--- src/design/lfs_pkg.sv ---
// ----------------------------------------------------------------------------
// lfs_pkg
// Shared types, register indexes and constants for the LED flicker sequencer.
// ----------------------------------------------------------------------------
`default_nettype none

package lfs_pkg;

    // Widths of the fixed fields
    localparam int LFSR_W    = 16;
    localparam int LEVEL_W   = 8;
    localparam int TICKS_W   = 16;
    localparam int CFG_IDX_W = 3;
    localparam int CFG_DATA_W = 16;

    // Configuration register indexes
    localparam logic [CFG_IDX_W-1:0] CFG_ALT_MODE      = 3'd0;
    localparam logic [CFG_IDX_W-1:0] CFG_LOW_LEVEL     = 3'd1;
    localparam logic [CFG_IDX_W-1:0] CFG_ALT_LOW_LEVEL = 3'd2;
    localparam logic [CFG_IDX_W-1:0] CFG_STEP_TICKS    = 3'd3;
    localparam logic [CFG_IDX_W-1:0] CFG_HOLD_TICKS    = 3'd4;
    localparam logic [CFG_IDX_W-1:0] CFG_PAUSE_UNIT    = 3'd5;

    // Reset values
    localparam logic [LEVEL_W-1:0] RST_LOW_LEVEL     = 8'd40;
    localparam logic [LEVEL_W-1:0] RST_ALT_LOW_LEVEL = 8'd20;
    localparam logic [TICKS_W-1:0] RST_STEP_TICKS    = 16'd60;
    localparam logic [TICKS_W-1:0] RST_HOLD_TICKS    = 16'd150;
    localparam logic [TICKS_W-1:0] RST_PAUSE_UNIT    = 16'd1000;
    localparam logic [LFSR_W-1:0]  LFSR_SEED         = 16'd10;

    // Duty levels at the turning points
    localparam logic [LEVEL_W-1:0] LEVEL_TOP     = 8'd255;
    localparam logic [LEVEL_W-1:0] LEVEL_ALT_TOP = 8'd254;

    // Sequence phases
    typedef enum logic [1:0] {
        PH_RISE   = 2'd0,
        PH_HOLD   = 2'd1,
        PH_RETURN = 2'd2,
        PH_PAUSE  = 2'd3
    } t_phase;

    // Configuration registers
    typedef struct packed {
        logic               alt_mode;
        logic [LEVEL_W-1:0] low_level;
        logic [LEVEL_W-1:0] alt_low_level;
        logic [TICKS_W-1:0] step_ticks;
        logic [TICKS_W-1:0] hold_ticks;
        logic [TICKS_W-1:0] pause_unit_ticks;
    } t_cfg;

    // One LFSR shift, taps 16,15,13,4; an all-zero value restarts at one
    function automatic logic [LFSR_W-1:0] lfsr_next(input logic [LFSR_W-1:0] cur);
        logic [LFSR_W-1:0] v;
        logic              fb;
        v  = (cur == '0) ? LFSR_W'(1) : cur;
        fb = v[15] ^ v[14] ^ v[12] ^ v[3];
        return {v[LFSR_W-2:0], fb};
    endfunction

endpackage

`default_nettype wire

--- src/design/lfs_pause_mod.sv ---
// ----------------------------------------------------------------------------
// lfs_pause_mod
// Precomputes the next LFSR value and its remainder by the pause modulus,
// so the pause length is ready before the sequencer needs it.
// ----------------------------------------------------------------------------
`default_nettype none

module lfs_pause_mod #(
    parameter int PAUSE_MODULUS = 128
) (
    input  wire logic                               i_clk,
    input  wire logic [lfs_pkg::LFSR_W-1:0]         i_lfsr,
    output logic      [lfs_pkg::LFSR_W-1:0]         o_lfsr_next,
    output logic      [$clog2(PAUSE_MODULUS)-1:0]   o_units
);
    import lfs_pkg::*;

    localparam int PW      = $clog2(PAUSE_MODULUS);
    localparam int SHIFT   = LFSR_W + PW;
    localparam int RECIP_W = LFSR_W + 2;
    localparam int PROD_W  = LFSR_W + RECIP_W;
    // ceil(2^SHIFT / modulus) gives an exact quotient for every 16-bit value
    localparam logic [63:0] RECIP_FULL =
        ((64'd1 << SHIFT) + 64'(PAUSE_MODULUS) - 64'd1) / 64'(PAUSE_MODULUS);
    localparam logic [RECIP_W-1:0] RECIP = RECIP_W'(RECIP_FULL);
    localparam logic [LFSR_W-1:0]  MOD_C = LFSR_W'(PAUSE_MODULUS);

    logic [LFSR_W-1:0] r_src;
    logic [PROD_W-1:0] r_prod;
    logic [LFSR_W-1:0] quot;
    logic [LFSR_W-1:0] rem;

    // Next LFSR value
    assign o_lfsr_next = lfsr_next(i_lfsr);

    // Register the reciprocal product
    always_ff @(posedge i_clk) begin
        r_src  <= o_lfsr_next;
        r_prod <= PROD_W'(o_lfsr_next) * PROD_W'(RECIP);
    end

    // Take the remainder from the quotient
    always_comb begin
        quot = LFSR_W'(r_prod >> SHIFT);
        rem  = r_src - LFSR_W'(quot * MOD_C);
    end

    assign o_units = PW'(rem);

endmodule

`default_nettype wire

--- src/design/lfs_seq_core.sv ---
// ----------------------------------------------------------------------------
// lfs_seq_core
// Sequence state: phase, duty level, tick counter, pause units and LFSR.
// Gives the state after the current tick for the result register.
// ----------------------------------------------------------------------------
`default_nettype none

module lfs_seq_core #(
    parameter int PAUSE_MODULUS = 128
) (
    input  wire logic                               i_clk,
    input  wire logic                               i_rst_n,
    input  wire lfs_pkg::t_cfg                      i_cfg,
    input  wire logic                               i_advance,
    input  wire logic [lfs_pkg::LFSR_W-1:0]         i_lfsr_next,
    input  wire logic [$clog2(PAUSE_MODULUS)-1:0]   i_pause_units,
    output logic      [lfs_pkg::LFSR_W-1:0]         o_lfsr,
    output logic      [lfs_pkg::LEVEL_W-1:0]        o_level,
    output lfs_pkg::t_phase                         o_phase
);
    import lfs_pkg::*;

    localparam int PW = $clog2(PAUSE_MODULUS);

    t_phase              r_phase,      n_phase;
    logic [LEVEL_W-1:0]  r_level,      n_level;
    logic [TICKS_W-1:0]  r_count,      n_count;
    logic [PW-1:0]       r_units_left, n_units_left;
    logic [LFSR_W-1:0]   r_lfsr,       n_lfsr;
    logic                r_top_extra,  n_top_extra;
    logic                r_lfsr_moved;

    logic [TICKS_W-1:0]  step;
    logic [TICKS_W-1:0]  cnt_inc;
    logic [PW-1:0]       units_dec;
    logic                go_hold;
    logic                go_ret;
    logic                go_pause;
    logic                go_rise;
    logic                lfsr_step;

    // State registers
    always_ff @(posedge i_clk) begin
        if (!i_rst_n) begin
            r_phase      <= PH_RISE;
            r_level      <= RST_LOW_LEVEL;
            r_count      <= '0;
            r_units_left <= '0;
            r_lfsr       <= LFSR_SEED;
            r_top_extra  <= 1'b0;
            r_lfsr_moved <= 1'b0;
        end else begin
            r_phase      <= n_phase;
            r_level      <= n_level;
            r_count      <= n_count;
            r_units_left <= n_units_left;
            r_lfsr       <= n_lfsr;
            r_top_extra  <= n_top_extra;
            r_lfsr_moved <= lfsr_step;
        end
    end

    // Next state for one tick
    always_comb begin
        n_phase      = r_phase;
        n_level      = r_level;
        n_count      = r_count;
        n_units_left = r_units_left;
        n_lfsr       = r_lfsr;
        n_top_extra  = r_top_extra;
        go_hold      = 1'b0;
        go_ret       = 1'b0;
        go_pause     = 1'b0;
        go_rise      = 1'b0;
        step         = (i_cfg.step_ticks == '0) ? TICKS_W'(1) : i_cfg.step_ticks;
        cnt_inc      = r_count + TICKS_W'(1);
        units_dec    = r_units_left - PW'(1);

        if (i_advance) begin
            n_count = cnt_inc;
            case (r_phase)
                PH_RISE: begin
                    if (cnt_inc >= step) begin
                        n_count = '0;
                        if (i_cfg.alt_mode) begin
                            if (r_level <= i_cfg.alt_low_level) go_hold = 1'b1;
                            else n_level = r_level - LEVEL_W'(1);
                        end else begin
                            if (r_level == LEVEL_TOP) go_hold = 1'b1;
                            else n_level = r_level + LEVEL_W'(1);
                        end
                    end
                end
                PH_RETURN: begin
                    if (cnt_inc >= step) begin
                        n_count = '0;
                        if (i_cfg.alt_mode) begin
                            if (r_level == LEVEL_ALT_TOP) go_pause = 1'b1;
                            else n_level = r_level + LEVEL_W'(1);
                        end else if (r_top_extra) begin
                            n_top_extra = 1'b0;
                            n_level     = LEVEL_TOP;
                        end else begin
                            if (r_level <= i_cfg.low_level) go_pause = 1'b1;
                            else n_level = r_level - LEVEL_W'(1);
                        end
                    end
                end
                PH_HOLD: begin
                    if (cnt_inc >= i_cfg.hold_ticks) go_ret = 1'b1;
                end
                PH_PAUSE: begin
                    if (i_cfg.pause_unit_ticks == '0 || r_units_left == '0) begin
                        go_rise = 1'b1;
                    end else if (cnt_inc >= i_cfg.pause_unit_ticks) begin
                        n_count      = '0;
                        n_units_left = units_dec;
                        if (units_dec == '0) go_rise = 1'b1;
                    end
                end
                default: begin
                    go_rise = 1'b1;
                end
            endcase
        end

        // Enter hold, or skip straight to the return ramp
        if (go_hold) begin
            n_phase     = PH_HOLD;
            n_count     = '0;
            n_top_extra = 1'b0;
            if (i_cfg.hold_ticks == '0) go_ret = 1'b1;
        end

        // Enter the return ramp
        if (go_ret) begin
            n_phase = PH_RETURN;
            n_count = '0;
            if (i_cfg.alt_mode) begin
                n_top_extra = 1'b0;
                n_level     = i_cfg.alt_low_level - LEVEL_W'(1);
            end else begin
                n_top_extra = 1'b1;
                n_level     = LEVEL_TOP;
            end
        end

        // Enter the random pause, or skip it when empty
        if (go_pause) begin
            n_lfsr       = i_lfsr_next;
            n_phase      = PH_PAUSE;
            n_count      = '0;
            n_top_extra  = 1'b0;
            n_units_left = i_pause_units;
            if (i_pause_units == '0 || i_cfg.pause_unit_ticks == '0) go_rise = 1'b1;
        end

        // Restart the first ramp
        if (go_rise) begin
            n_phase     = PH_RISE;
            n_count     = '0;
            n_top_extra = 1'b0;
            n_level     = i_cfg.alt_mode ? LEVEL_TOP : i_cfg.low_level;
        end

        lfsr_step = go_pause;
    end

    assign o_lfsr  = r_lfsr;
    assign o_level = n_level;
    assign o_phase = n_phase;

`ifndef SYNTHESIS
    // Pause length is precomputed through a register; two LFSR steps in a row would use a stale value
    a_lfsr_spacing: assert property (@(posedge i_clk) disable iff (!i_rst_n)
        r_lfsr_moved |-> !lfsr_step)
        else $error("LFSR stepped on two consecutive cycles");

    // LFSR never settles at zero
    a_lfsr_nonzero: assert property (@(posedge i_clk) disable iff (!i_rst_n)
        r_lfsr != '0)
        else $error("LFSR reached zero");

    // A pause in progress always has units left
    a_pause_units: assert property (@(posedge i_clk) disable iff (!i_rst_n)
        r_phase == PH_PAUSE |-> r_units_left != '0)
        else $error("pause phase with no units left");

    // Extra top step flag lives only inside the return ramp
    a_top_extra: assert property (@(posedge i_clk) disable iff (!i_rst_n)
        r_top_extra |-> r_phase == PH_RETURN)
        else $error("extra top step outside the return ramp");
`endif

endmodule

`default_nettype wire

--- src/design/led_flicker_sequencer_unit.sv ---
// ----------------------------------------------------------------------------
// led_flicker_sequencer_unit
// Flicker sequencer: one timer tick in, one PWM duty level and phase out.
// ----------------------------------------------------------------------------
// Every accepted word carries one tick flag and yields exactly one result
// word with the duty level and phase after that tick. The block takes one
// word per clock cycle while o_stall is low; a word passes an input
// register and then a result register, and waits in the input register
// while the result register holds an untaken word under a stall. The
// next sequencer state is computed combinationally from the input
// register; the pause length is the remainder of the next LFSR value by a
// reciprocal multiply that is registered ahead of use, which suffices
// because the sequence never steps the LFSR again before that product is renewed.
// Configuration is taken on any cycle the write enable is high and acts at
// the next tick.
// ----------------------------------------------------------------------------
`default_nettype none

module led_flicker_sequencer_unit #(
    parameter int PAUSE_MODULUS = 128
) (
    input  wire logic                             i_clk,
    input  wire logic                             i_rst_n,
    // Tick channel
    input  wire logic                             i_valid,
    output logic                                  o_stall,
    input  wire logic                             i_tick,
    // Result channel
    output logic                                  o_valid,
    input  wire logic                             i_stall,
    output logic      [lfs_pkg::LEVEL_W-1:0]      o_duty,
    output logic      [1:0]                       o_phase,
    // Configuration writes
    input  wire logic                             i_cfg_we,
    input  wire logic [lfs_pkg::CFG_IDX_W-1:0]    i_cfg_index,
    input  wire logic [lfs_pkg::CFG_DATA_W-1:0]   i_cfg_data
);
    import lfs_pkg::*;

    localparam int PW = $clog2(PAUSE_MODULUS);

    t_cfg               r_cfg;
    logic               r_in_valid;
    logic               r_in_tick;
    logic               r_out_valid;
    logic [LEVEL_W-1:0] r_duty;
    t_phase             r_phase;

    logic               out_blocked;
    logic               move;
    logic               accept;
    logic [LFSR_W-1:0]  lfsr_cur;
    logic [LFSR_W-1:0]  lfsr_nx;
    logic [PW-1:0]      pause_units;
    logic [LEVEL_W-1:0] nx_level;
    t_phase             nx_phase;

    // Configuration registers
    always_ff @(posedge i_clk) begin
        if (!i_rst_n) begin
            r_cfg.alt_mode         <= 1'b0;
            r_cfg.low_level        <= RST_LOW_LEVEL;
            r_cfg.alt_low_level    <= RST_ALT_LOW_LEVEL;
            r_cfg.step_ticks       <= RST_STEP_TICKS;
            r_cfg.hold_ticks       <= RST_HOLD_TICKS;
            r_cfg.pause_unit_ticks <= RST_PAUSE_UNIT;
        end else if (i_cfg_we) begin
            case (i_cfg_index)
                CFG_ALT_MODE:      r_cfg.alt_mode         <= i_cfg_data[0];
                CFG_LOW_LEVEL:     r_cfg.low_level        <= i_cfg_data[LEVEL_W-1:0];
                CFG_ALT_LOW_LEVEL: r_cfg.alt_low_level    <= i_cfg_data[LEVEL_W-1:0];
                CFG_STEP_TICKS:    r_cfg.step_ticks       <= i_cfg_data[TICKS_W-1:0];
                CFG_HOLD_TICKS:    r_cfg.hold_ticks       <= i_cfg_data[TICKS_W-1:0];
                CFG_PAUSE_UNIT:    r_cfg.pause_unit_ticks <= i_cfg_data[TICKS_W-1:0];
                default: begin
                end
            endcase
        end
    end

    // Handshake: advance the input word when the result register is free
    assign out_blocked = r_out_valid && i_stall;
    assign move        = r_in_valid && !out_blocked;
    assign o_stall     = r_in_valid && out_blocked;
    assign accept      = i_valid && !o_stall;

    // Input register
    always_ff @(posedge i_clk) begin
        if (!i_rst_n) begin
            r_in_valid <= 1'b0;
        end else if (accept) begin
            r_in_valid <= 1'b1;
        end else if (move) begin
            r_in_valid <= 1'b0;
        end
    end

    always_ff @(posedge i_clk) begin
        if (accept) begin
            r_in_tick <= i_tick;
        end
    end

    // Pause length precompute
    lfs_pause_mod #(
        .PAUSE_MODULUS (PAUSE_MODULUS)
    ) u_pause_mod (
        .i_clk       (i_clk),
        .i_lfsr      (lfsr_cur),
        .o_lfsr_next (lfsr_nx),
        .o_units     (pause_units)
    );

    // Sequencer state
    lfs_seq_core #(
        .PAUSE_MODULUS (PAUSE_MODULUS)
    ) u_seq_core (
        .i_clk         (i_clk),
        .i_rst_n       (i_rst_n),
        .i_cfg         (r_cfg),
        .i_advance     (move && r_in_tick),
        .i_lfsr_next   (lfsr_nx),
        .i_pause_units (pause_units),
        .o_lfsr        (lfsr_cur),
        .o_level       (nx_level),
        .o_phase       (nx_phase)
    );

    // Result register
    always_ff @(posedge i_clk) begin
        if (!i_rst_n) begin
            r_out_valid <= 1'b0;
        end else if (move) begin
            r_out_valid <= 1'b1;
        end else if (!i_stall) begin
            r_out_valid <= 1'b0;
        end
    end

    always_ff @(posedge i_clk) begin
        if (move) begin
            r_duty  <= nx_level;
            r_phase <= nx_phase;
        end
    end

    assign o_valid = r_out_valid;
    assign o_duty  = r_duty;
    assign o_phase = r_phase;

endmodule

`default_nettype wire

--- config.mk ---
export PLATFORM = sky130hd
export DESIGN_NAME = led_flicker_sequencer_unit
export DESIGN_NICKNAME = d
export VERILOG_FILES = /design/src/design/lfs_pkg.sv /design/src/design/lfs_pause_mod.sv /design/src/design/lfs_seq_core.sv /design/src/design/led_flicker_sequencer_unit.sv
export SDC_FILE = /design/constraint.sdc
export NUM_CORES = 1
export LEC_CHECK = 0
export BUFFER_PORTS_ARGS = -buffer_cell sky130_fd_sc_hd__buf_2
export CORE_MARGIN = 10
export CORE_UTILIZATION = 55
export DETAILED_ROUTE_END_ITERATION = 8
export GPL_TIMING_DRIVEN = 0
export PLACE_DENSITY_LB_ADDON = 0.1
export SETUP_SLACK_MARGIN = 0.2
export SLEW_MARGIN = 20
export SYNTH_ARGS = -nofsm -noshare
export SYNTH_HDL_FRONTEND = slang
export SYNTH_SLANG_ARGS = --single-unit
--- constraint.sdc ---
create_clock -name i_clk -period 4.2 [get_ports i_clk]
set_input_delay 0.63 -clock i_clk [delete_from_list [all_inputs] [get_ports i_clk]]
set_output_delay 0.63 -clock i_clk [all_outputs]
set_load 0.05 [all_outputs]
After elaboration in Yosys (flattened, before gate mapping)
Cells that the tools add are included.

Bits in registers: 135. Word-level logic and storage cells: 148. Input port bits: 25. Output and inout bits: 12.

Add/sub/neg operators: 6. Reductions and logical operators: 36. Order comparisons: 5. Bitwise gates (word level): 4. Eq/ne operators: 13. Muxes and demuxes: 66.

Operators by type and width (number): $mux 8 (14); $mux 16 (5); $logic_not 16->1 (4); $ge 16x16->1 (3); $mux 1 (36); $mux 7 (5); $pmux 16 s2 (1); $logic_not 7->1 (3); $add 16x1->16 const B (1); $eq 8x8->1 const B (2); $le 8x8->1 (2); $pmux 8 s2 (1); $sub 8x1->8 const B (2); $sub 7x1->7 const B (2); $reduce_and 2->1 (6); $reduce_bool 3->1 (3); $add 8x1->8 const B (1); $mux 2 (4); $reduce_and 4->1 (2); $reduce_bool 2->1 (4); $eq 3x2->1 const B (2); $eq 3x3->1 const B (2); $logic_and 1x1->1 (5); $reduce_or 5->1 (1); other kinds (13) (19).

Longest topological paths before layout
Gate-level depths: netlist (run 1).

Depth in word-level cells: 10. Mapped depth: 21. Depth with buffers taken out: 17.

Hierarchy
A second synthesis (run 1) with hierarchy kept.

Cell total of the unflattened synthesis: 981. Area total of the unflattened synthesis: 8509.4 um^2.

Modules (own cells, without submodules): lfs_seq_core (instances 1, seq. area each 1001.0 um^2, cells each 683, area an instance 5238.8 um^2); led_flicker_sequencer_unit (instances 1, seq. area each 1671.6 um^2, cells each 267, area an instance 2980.4 um^2); lfs_pause_mod (instances 1, seq. area each 140.1 um^2, cells each 31, area an instance 290.3 um^2).

Worst setup path after synthesis (run 1)
Ideal clock, no wire load.

Path kind: register to register. From: register u_seq_core.r_count[2]. To: register r_duty[3] (netlist: o_duty[3]) (data pin). Path slack: -119 ps. Buffers on the path: 2. Library setup time: 152 ps. Clock period less this slack: 4319 ps. Data arrival time: 4166 ps. Stages on the path, launching flop included: 20. Data required time: 4048 ps. Path through: dfxtp_1 > nand3_1 > nor2_1 > nand3_1 > nor2_1 > nand2_1 > nor3_1 > xor2_1 > ha_1 > and3_1 > a221oi_1 > nand3_1 > a221oi_1 > nor3_1 > o21bai_1 > o21a_1 > buf_4 > clkbuf_1 > o311ai_0 > o21ai_0.

Word-level cells in the longest chain between the ends: 9. Elaborated cells on any way between the ends: 27. Classes of those cells: 1 x add/sub; 3 x order compare; 23 x mux.

RTL lines: start: declaration (RTL line lfs_seq_core.sv:27) `logic [TICKS_W-1:0] r_count, n_count;`; start signal: assignment (RTL line lfs_seq_core.sv:55) `r_count <= n_count;`; $add 16x1->16 (*) (RTL line lfs_seq_core.sv:76) `cnt_inc = r_count + TICKS_W'(1);`; $ge 16x16->1 (on tied branches) (RTL line lfs_seq_core.sv:110, lfs_seq_core.sv:115); $mux 1 (on tied branches) (RTL line lfs_seq_core.sv:110, lfs_seq_core.sv:115); $mux 1 (on tied branches) (RTL line lfs_seq_core.sv:81, lfs_seq_core.sv:113); $mux 1 (on tied branches) (RTL line lfs_seq_core.sv:79, lfs_seq_core.sv:81); $mux 1 (on tied branches) (RTL line lfs_seq_core.sv:132, lfs_seq_core.sv:79); $mux 1 (on tied branches) (RTL line lfs_seq_core.sv:128, lfs_seq_core.sv:155); $mux 8 / $mux 1 (equally long branches) (RTL line lfs_seq_core.sv:136, lfs_seq_core.sv:149); $mux 8 (*) (RTL line lfs_seq_core.sv:159) `if (go_rise) begin`; via nx_level[3] (RTL line led_flicker_sequencer_unit.sv:55) `logic [LEVEL_W-1:0] nx_level;`; end signal: assignment (RTL line led_flicker_sequencer_unit.sv:142) `r_duty <= nx_level;`; end: declaration (RTL line led_flicker_sequencer_unit.sv:46) `logic [LEVEL_W-1:0] r_duty;`.

The timed path passes the listed nets; every way through them passes the cells marked *. A chain may end at the register's enable or synchronous reset.

Final worst setup path (run 1)
From: register u_seq_core.r_count[0]. To: register r_duty[7] (netlist: o_duty[7]) (data pin).

The elaborated chain is that of the path after synthesis.

==> results.py, run 1 <==
metrics = {
    "sta": {
        "fin_crit_ps": 4080,
        "relSlewSlack_pct": 25.2,
        "whs_ps": 381,
        "max_freq_mhz": 245,
        "worst_pin_slew_ps": 1110,
        "fin_ws_ps": 122,
        "hold_viol": 0,
        "fin_crit_sh_pct": 97.1,
        "setup_viol": 0,
        "rsz0062_at_grt": "true",
        "fin_setup_tns_ps": 0,
        "fin_worst_skew_ps": 10.2,
        "maxSlewViolCount": 0,
    },
    "global_routing": {
        "grt_max_degree": 17,
        "grt_overflow": 0,
        "grt_util_all_layers_pct": 25.1,
        "grt_pass1_vias": 7668,
        "grt_pass1_wl_um": 40800,
        "antenna_found_initial": 0,
    },
    "drt": {
        "drc_errors": 0,
        "drtPass1Iterations": 5,
        "antenna_left": 0,
        "wl_per_cell_um": 19.4,
        "drt_wl_total_um": 26600,
        "drtIter0Drc": 906,
        "routed_via_density": 6.05,
        "vias": 8278,
    },
    "setup_path": {
        "cp-start-kind": "flop",
        "path_common_cell": "nor2_4",
        "critPathArrivalTime_ps": 4250,
        "worstSetupPathType": "flop to flop",
        "slowest_stage": "dfxtp_4",
        "critical-path-max-stage-delay_ps": 390,
        "timing.critical_path.fanout_max": 5,
        "required_ps": 4370,
        "worstSetupEndpointType": "flop",
        "crit_chain": "nand3_4, nor2_4, nand3_4, nor2_4, nand2_4, nor2_4, xor2_4, ha_4, and3_4, and3_4, nand3_2, o31a_1, a21o_4, or3_1, clkbuf_8, o21a_1, buf_6, or3_1, and3_1",
        "cp_num_buf_inv": 2,
        "cp_top_family": "simple AND/OR/NAND/NOR gates",
    },
    "floorplanning": {
        "die_area_um2": 20600,
        "rows": 45,
        "io_pins": 37,
        "initial_core_util_pct": 55.6,
        "design.core.area_um2": 15100,
        "dieHeight_um": 144,
        "fp.dieW_um": 144,
    },
    "power_and_ir_drop": {
        "power.leakage_nw": 4.10,
        "finalPower_w": 0.00307,
        "cellPowerDensity_nw_per_um2": 296,
        "irDropWorstVdd_v": 0.000313,
    },
    "cts": {
        "clk_pin_slew_ps": 60,
        "cts_root_buf": "clkbuf_16",
        "clk_latency_ps": 420,
        "cts_buffer_depth": 2,
        "clkSinkCount": 135,
        "htree_num_levels": 4,
        "cts-buffers-inserted": 17,
        "postCtsHoldBufs": 0,
        "cts_tree": "yes",
    },
    "yosys": {
        "ys_warn_count": 0,
        "yosysMostFrequentCell": "nand2_1",
        "synth_cell_type_count": 71,
        "ys_async_sr_fraction_pct": 0,
        "synth-edff-count": 11,
        "synthCells": 1060,
        "synth.largest_area_cell": "dfxtp_1",
        "synth_nets": 1154,
        "synthTopCellsByCount": "nand2_1 (192), dfxtp_1 (124), inv_1 (70)",
        "ys_top_cells_by_area": "dfxtp_1 (30%), ha_1 (10%), nand2_1 (8.6%), a21boi_0 (5.4%), edfxtp_1 (3.9%)",
        "ys.flop_type": "dfxtp_1",
        "seq_area_frac_synth_pct": 33.5,
        "synth_top_area_share_pct": 29.6,
        "syn_area_um2": 8390,
        "synth.avg_cell_area_um2": 7.91,
        "ys_seq_elements": 135,
    },
    "finish": {
        "area_growth_pct": 23.6,
        "antennaDiodeCount": 0,
        "final_nets": 1262,
        "stdcell_count": 1369,
        "layout-drive-gt1-share_pct": 18.0,
    },
    "place": {
        "portBuffers": 36,
        "place_congestion": 0.976,
        "dpl.hpwl_um": 18600,
        "dp_slack_ps": -1010,
        "dp_cells": 1284,
    },
    "hold_path": {
        "hold_path_class": "input pin to flop",
    },
    "status": {
        "outcome": "completed",
    },
    "run": {
        "maxCapViolCount": 0,
    },
}
sequential cells by signal, summed over array words and instances, names as in the netlist:
register,flops
o_valid,1
u_seq_core.r_phase,2
u_seq_core.o_lfsr,16
u_seq_core.r_units_left,7
u_seq_core.r_level,8
u_seq_core.r_count,16
u_pause_mod.r_prod,7
r_cfg,65
u_seq_core.r_top_extra,1
o_phase,2
r_in_valid,1
o_duty,8
r_in_tick,1
cell families (layout without fill, tap and decap cells):
family | count (synthesis) | after routing | synth area share, %
xor gates and xnor gates | 38 | 38 | 4.15
buffers and inverters | 128 | 249 | 5.80
AOI/OAI and AO/OA | 260 | 260 | 21.6
adders and majority gates | 69 | 69 | 10.3
muxes | 7 | 7 | 0.835
DFF | 135 | 135 | 33.5
and+or+nand+nor | 423 | 423 | 23.8
metrics by stage:
| stage | area, µm² | utilization (%) |
|---|---|---|
| floorplan | 8420 | - |
| global placement | 8830 | 58.5 |
| detailed placement | 8830 | 58.5 |
| CTS | 9930 | 65.8 |
| global route | 10400 | 68.7 |
| finish | 10400 | 68.7 |
per-layer routing:
layer	vias up	wire length, µm	GRT usage (%)
li1	3967	-	-
met5	-	0	0
met4	0	686	8.54
met2	356	12000	38.9
met1	3897	11700	33.6
met3	58	2110	5.78
cell usage in the layout (no fill, tap or decap), types with 8 or more instances in the layout:
| master | count |
|---|---|
| nand4_1 | 14 |
| nor4_1 | 19 |
| and2_1 | 10 |
| nor2_1 | 45 |
| ha_1 | 63 |
| dfxtp_1 | 113 |
| xor2_1 | 10 |
| inv_1 | 70 |
| nand3_1 | 35 |
| buf_4 | 51 |
| xnor2_1 | 17 |
| or3_1 | 8 |
| clkbuf_16 | 18 |
| a21boi_0 | 60 |
| clkbuf_1 | 44 |
| o21ai_0 | 26 |
| o211ai_1 | 27 |
| nor3_1 | 28 |
| a21o_1 | 12 |
| nand2_1 | 190 |
| and3_1 | 10 |
| edfxtp_1 | 11 |
| a21oi_1 | 48 |
| nor2b_1 | 12 |
| buf_2 | 38 |
where the power goes:
group / switching (W) / leakage [nW] / internal [W]
Combinational: 0.000153 / 2.71 / 0.0000800
Sequential: 0.0000169 / 1.11 / 0.00132
Clock: 0.000575 / 0.278 / 0.000932
layout make-up:
type	count	area (µm²)
Clock inverter	12	153
Multi-Input combinational cell	797	5550
Timing Repair Buffer	89	598
Tap cell	188	235
Buffer	57	290
Sequential cell	135	2840
Clock buffer	20	437
Fill cell	1221	4720
Inverter	71	267
what timing repair did:
| action | in CTS | in global routing |
|---|---|---|
| buffers inserted | 34 | 19 |
| gates resized for setup | 58 | 66 |
| endpoints found under the setup margin | 60 | 60 |
| pin swaps | 21 | 33 |
path summary, 6_finish.rpt:
kind	start	endpoint	slack [ps]	cells after the start
worst max register to register	u_seq_core.r_count[0]$_SDFFE_PP0P_	o_duty[7]$_DFFE_PP_	120	19
worst max-delay path	u_seq_core.r_count[0]$_SDFFE_PP0P_	o_duty[7]$_DFFE_PP_	120	19
worst min-delay path	i_tick	r_in_tick$_DFFE_PP_	380	1
worst min register to register	u_seq_core.o_lfsr[2]$_SDFFE_PN0P_	u_pause_mod.r_prod[19]$_DFF_P_	470	1
worst register-to-register path: stages (launching register included):
cell and delay (ps):
dfxtp_4 390, nand3_4 100, nor2_4 180, nand3_4 110, nor2_4 140, nand2_4 90
nor2_4 130, xor2_4 250, ha_4 180, and3_4 180, and3_4 190, nand3_2 80
o31a_1 330, a21o_4 240, or3_1 320, clkbuf_8 150, o21a_1 170, buf_6 140
or3_1 320, and3_1 160
Note: power is estimated with default switching activity, not from simulation.
==> run 2: changes to the inputs <==
--- a/config.mk
+++ b/config.mk
@@ -7,7 +7,7 @@
 export LEC_CHECK = 0
 export BUFFER_PORTS_ARGS = -buffer_cell sky130_fd_sc_hd__buf_2
 export CORE_MARGIN = 10
-export CORE_UTILIZATION = 55
+export CORE_UTILIZATION = 35
 export DETAILED_ROUTE_END_ITERATION = 8
 export GPL_TIMING_DRIVEN = 0
 export PLACE_DENSITY_LB_ADDON = 0.1
==> results.py, run 2 (synthesis results as in run 1) <==
metrics = {
    "hold_path": {
        "holdPathStages": 1,
        "worstHoldStart": "i_tick",
        "holdPathEnd": "r_in_tick$_DFFE_PP_",
        "hold_path_class": "input pin to flop",
    },
    "finish": {
        "finish.utilization_pct": 44.2,
        "final_nets": 1252,
        "antennaDiodeCount": 0,
        "area_growth_pct": 24.0,
        "top_register": "r_cfg",
        "layout_common_cells": "nand2_1 (188), dfxtp_1 (118), inv_1 (70)",
        "layout-drive-gt1-share_pct": 17.4,
        "layout.cells.most_common": "nand2_1",
        "largest_reg_flops": 65,
        "stdcell_area_um2": 10400,
    },
    "sta": {
        "hold_viol": 0,
        "fin_crit_ps": 4160,
        "fin_worst_skew_ps": 10.7,
        "rsz0062_at_grt": "true",
        "fin_ws_ps": 41.8,
        "maxSlewViolCount": 0,
        "fin_crit_sh_pct": 99.0,
        "max_freq_mhz": 240,
        "setup_viol": 0,
        "relSlewSlack_pct": 42.9,
        "whs_ps": 376,
        "worst_pin_slew_ps": 849,
    },
    "drt": {
        "drtIter0Drc": 586,
        "wl_met1_um": 13200,
        "drtPass1Iterations": 7,
        "dr_wl_met2_um": 12800,
        "top_layer": "met4",
        "antenna_left": 0,
        "wl_per_cell_um": 18.6,
        "vias": 7964,
        "drt_wl_total_um": 27700,
        "routed_via_density": 5.34,
        "drc_errors": 0,
        "met3WireLength_um": 1190,
    },
    "setup_path": {
        "r2r_end": "o_duty[7]$_DFFE_PP_",
        "path_common_cell": "and3_4",
        "crit_cells": 17,
        "cp_top_family": "simple AND/OR/NAND/NOR gates",
        "worstSetupPathType": "flop to flop",
        "critical-path-max-stage-delay_ps": 380,
        "reg2reg_slack_ps": 40,
        "worstSetupEndpointType": "flop",
        "crit_path_start": "u_seq_core.r_count[0]$_SDFFE_PP0P_",
        "cp-start-kind": "flop",
        "cp_num_buf_inv": 3,
        "timing.critical_path.fanout_max": 8,
        "critPathArrivalTime_ps": 4340,
        "reg2regPathDepth": 17,
        "r2r-start": "u_seq_core.r_count[0]$_SDFFE_PP0P_",
        "required_ps": 4380,
        "slowest_stage": "dfxtp_4",
        "crit_chain": "ha_4, nand4_1, buf_4, nor4_4, xnor2_2, ha_1, and3_4, and3_4, nand3_2, o31a_1, a21o_4, or3_1, buf_2, o21a_1, buf_6, or3_4, and3_4",
    },
    "cts": {
        "clk_latency_ps": 430,
        "clk_pin_slew_ps": 60,
        "clkSinkCount": 135,
        "cts_tree": "yes",
        "cts-buffers-inserted": 17,
        "cts_root_buf": "clkbuf_16",
        "cts_buffer_depth": 2,
        "htree_num_levels": 4,
    },
    "global_routing": {
        "grt_overflow": 0,
        "grt_util_all_layers_pct": 17.9,
        "grt_pass1_wl_um": 43700,
        "grt_pass1_vias": 7642,
        "grt_max_degree": 17,
        "antenna_found_initial": 0,
    },
    "place": {
        "dp_slack_ps": -1060,
        "dpl.hpwl_um": 20700,
        "place_congestion": 0.891,
        "portBuffers": 36,
        "post_dp_cell_area_um2": 9000,
    },
    "floorplanning": {
        "fp.dieW_um": 175,
        "dieHeight_um": 175,
        "initial_core_util_pct": 35.6,
        "design.core.area_um2": 23500,
        "io_pins": 37,
        "die_area_um2": 30600,
        "rows": 56,
    },
    "power_and_ir_drop": {
        "cellPowerDensity_nw_per_um2": 290,
        "power.leakage_nw": 4.00,
        "irDropWorstVdd_v": 0.000212,
    },
    "status": {
        "outcome": "completed",
    },
    "run": {
        "maxCapViolCount": 0,
    },
}
## run 2: timing repair
action                                  in CTS  in global routing
pin swaps                                   24                 40
endpoints found under the setup margin      60                 59
setup buffers                               25                 17
gates resized for setup                     56                 76
hold buffers                                 0                  0
cloned                                       0                  1
## run 2: worst register-to-register path: stages, from the launching register on
cell and delay [ps]:
dfxtp_4 380, ha_4 160, nand4_1 160, buf_4 190, nor4_4 320, xnor2_2 150, ha_1 320, and3_4 180
and3_4 180, nand3_2 50, o31a_1 310, a21o_4 240, or3_1 340, buf_2 130, o21a_1 170, buf_6 140
or3_4 340, and3_4 160
## run 2: worst max path at each step
stage,endpoint
final,o_duty[7]$_DFFE_PP_
after global routing,o_duty[7]$_DFFE_PP_
after CTS,o_duty[7]$_DFFE_PP_
after detailed placement,o_duty[3]$_DFFE_PP_
after global placement,o_duty[3]$_DFFE_PP_
after floorplan,o_duty[7]$_DFFE_PP_
## run 2: final cells by class
class	count	area (µm²)
Clock inverter	10	96.3
Buffer	57	288
Fill cell	2404	13100
Clock buffer	22	454
Sequential cell	135	2830
Multi-Input combinational cell	797	5560
Inverter	71	267
Tap cell	319	399
Timing Repair Buffer	79	510
## run 2: report_power, final
group          internal, W  total (W)  switching [W]
clock             0.000835    0.00145       0.000614
sequential         0.00132    0.00133      0.0000169
combinational    0.0000785   0.000232       0.000153
## run 2: through the flow
step / power (W) / setup TNS, ps / cells
finish: 0.00301 / 0 / 1490
global route: 0.00312 / -91.0 / 1490
CTS: 0.00303 / 0 / 1472
detailed placement: 0.00158 / -29270 / 1415
global placement: 0.00158 / -32030 / 1415
floorplan: 0.00149 / 0 / 1060
## run 2: metal layers
| layer | vias to the layer above | track usage [%] |
|---|---|---|
| met5 | - | 0 |
| met4 | 0 | 4.42 |
| met3 | 27 | 2.80 |
| met2 | 171 | 29.2 |
| met1 | 3813 | 24.2 |
| li1 | 3953 | - |
==> run 3: changes to the inputs <==
--- a/config.mk
+++ b/config.mk
@@ -11,7 +11,6 @@
 export DETAILED_ROUTE_END_ITERATION = 8
 export GPL_TIMING_DRIVEN = 0
 export PLACE_DENSITY_LB_ADDON = 0.1
-export SETUP_SLACK_MARGIN = 0.2
 export SLEW_MARGIN = 20
 export SYNTH_ARGS = -nofsm -noshare
 export SYNTH_HDL_FRONTEND = slang
==> results.py, run 3 (synthesis results as in run 1) <==
metrics = {
    "finish": {
        "layout_common_cells": "nand2_1 (190), dfxtp_1 (113), inv_1 (70)",
        "stdcell_count": 1494,
        "antennaDiodeCount": 0,
        "area_growth_pct": 22.6,
        "layout-drive-gt1-share_pct": 16.3,
        "largest_reg_flops": 65,
        "top_register": "r_cfg",
        "final_nets": 1256,
        "layout.cells.most_common": "nand2_1",
    },
    "setup_path": {
        "path_common_cell": "buf_4",
        "critical-path-max-stage-delay_ps": 450,
        "worstSetupEndpointType": "flop",
        "critPathArrivalTime_ps": 4480,
        "timing.critical_path.fanout_max": 4,
        "crit_chain": "ha_4, nand4_1, buf_4, nor4_4, xnor2_2, ha_1, a21o_1, a221oi_4, nand3_2, a221oi_4, nor3_1, o21bai_1, buf_4, buf_4, buf_4, buf_4, buf_4, buf_4, buf_4, buf_4, nand3_1, a21oi_1",
        "worstSetupPathType": "flop to flop",
        "slowest_stage": "a221oi_4",
        "cp-start-kind": "flop",
        "required_ps": 4550,
    },
    "sta": {
        "rsz0062_at_grt": "true",
        "fin_crit_ps": 4130,
        "worst_pin_slew_ps": 1070,
        "max_freq_mhz": 242,
        "maxSlewViolCount": 0,
        "fin_crit_sh_pct": 98.4,
        "fin_ws_ps": 66.2,
        "setup_viol": 0,
        "relSlewSlack_pct": 28.4,
        "fin_worst_skew_ps": 15.0,
        "hold_viol": 0,
    },
    "place": {
        "dpl.hpwl_um": 20500,
        "portBuffers": 36,
        "place_congestion": 0.875,
        "dp_cells": 1415,
        "dp_slack_ps": -1380,
    },
    "drt": {
        "vias": 7964,
        "drtIter0Drc": 563,
        "drtPass1Iterations": 5,
        "antenna_left": 0,
        "routed_via_density": 5.33,
        "wl_per_cell_um": 18.2,
        "drc_errors": 0,
        "drt_wl_total_um": 27200,
    },
    "floorplanning": {
        "io_pins": 37,
        "initial_core_util_pct": 35.6,
        "die_area_um2": 30600,
        "design.core.area_um2": 23500,
        "rows": 56,
        "dieHeight_um": 175,
        "fp.dieW_um": 175,
    },
    "power_and_ir_drop": {
        "power.leakage_nw": 3.96,
        "cellPowerDensity_nw_per_um2": 302,
        "irDropWorstVdd_v": 0.000223,
    },
    "cts": {
        "clk_latency_ps": 430,
        "cts_tree": "yes",
        "clkSinkCount": 135,
        "clk_pin_slew_ps": 60,
        "htree_num_levels": 4,
        "cts_root_buf": "clkbuf_16",
        "cts-buffers-inserted": 17,
        "cts_buffer_depth": 2,
    },
    "status": {
        "outcome": "completed",
    },
    "global_routing": {
        "grt_util_all_layers_pct": 17.6,
        "grt_max_degree": 17,
        "grt_overflow": 0,
        "grt_pass1_vias": 7528,
        "grt_pass1_wl_um": 42700,
        "antenna_found_initial": 1,
    },
    "run": {
        "maxCapViolCount": 0,
    },
    "hold_path": {
        "hold_path_class": "input pin to flop",
    },
}
run 3: cell types whose count changed in the layout (fill, tap and decap cells not counted), moves of 3 or more:
cell        before  now
a21oi_2          5    1
clkinvlp_4       1    4
a22oi_2          3    0
o21ai_4          3    0
dfxtp_1        118  113
clkbuf_2         1    4
buf_6            5    2
a22oi_1          1    4
o21ai_0         24   28
buf_2           41   37
buf_4           42   50
a21oi_1         44   48
dfxtp_2          3    7
run 3: power by group:
group / internal, W / total, W / leakage, nW / switching (W)
logic: 0.0000755 / 0.000227 / 2.57 / 0.000151
clock network: 0.000934 / 0.00155 / 0.286 / 0.000615
registers: 0.00132 / 0.00133 / 1.11 / 0.0000163
run 3: through the flow:
step | util, % | hold slack, ps | setup TNS [ps] | power [W] | cell area [µm²]
2_1_floorplan | - | 436 | 0 | 0.00149 | 8400
3_3_place_gp | 38.2 | 455 | -52850 | 0.00158 | 8980
3_5_place_dp | 38.2 | 460 | -51120 | 0.00158 | 8980
4_1_cts | 42.8 | 364 | 0 | 0.00314 | 10100
5_1_grt | 43.7 | 372 | -119 | 0.00322 | 10300
6_report | 43.7 | 382 | 0 | 0.00311 | 10300
run 3: worst max-delay path: cells and delay by family, from the launching register on:
kind                     cells  cell delay, ps
buffers and inverters        9             970
flip-flops                   1             380
adder cells (fa/ha/maj)      2             480
AND/OR/NAND/NOR              5             620
XOR/XNOR                     1             220
AO/OA/AOI/OAI                5            1380
run 3: timing repair:
action,in CTS,in global routing
hold buffers,0,0
setup buffers,35,16
endpoints found under the setup margin,60,44
gates resized for setup,53,27
pin swaps,18,18
run 3: area by class of cell:
cell class	instances	area (µm²)
Multi-Input combinational cell	797	5380
Timing Repair Buffer	86	556
Clock inverter	12	141
Clock buffer	20	468
Fill cell	2441	13300
Buffer	54	235
Inverter	71	267
Tap cell	319	399
Sequential cell	135	2840
run 3: path summary, 6_finish.rpt:
kind | start | endpoint | cells past startpoint | slack, ps
setup / recovery | u_seq_core.r_count[1]$_SDFFE_PP0P_ | u_seq_core.r_top_extra$_SDFFE_PP0P_ | 22 | 70
setup reg to reg | u_seq_core.r_count[1]$_SDFFE_PP0P_ | u_seq_core.r_top_extra$_SDFFE_PP0P_ | 22 | 70
hold reg to reg | u_seq_core.o_lfsr[2]$_SDFFE_PN0P_ | u_pause_mod.r_prod[19]$_DFF_P_ | 1 | 470
hold / removal | i_tick | r_in_tick$_DFFE_PP_ | 1 | 380
run 3: layer usage:
layer  share of wire, %  global-route usage [%]  vias up
met4                1.0                    4.70        0
met2                 44                    26.9      201
met3                4.8                    2.31       21
li1                   -                       -     3962
met1                 50                    25.3     3780
met5                  0                       0        -
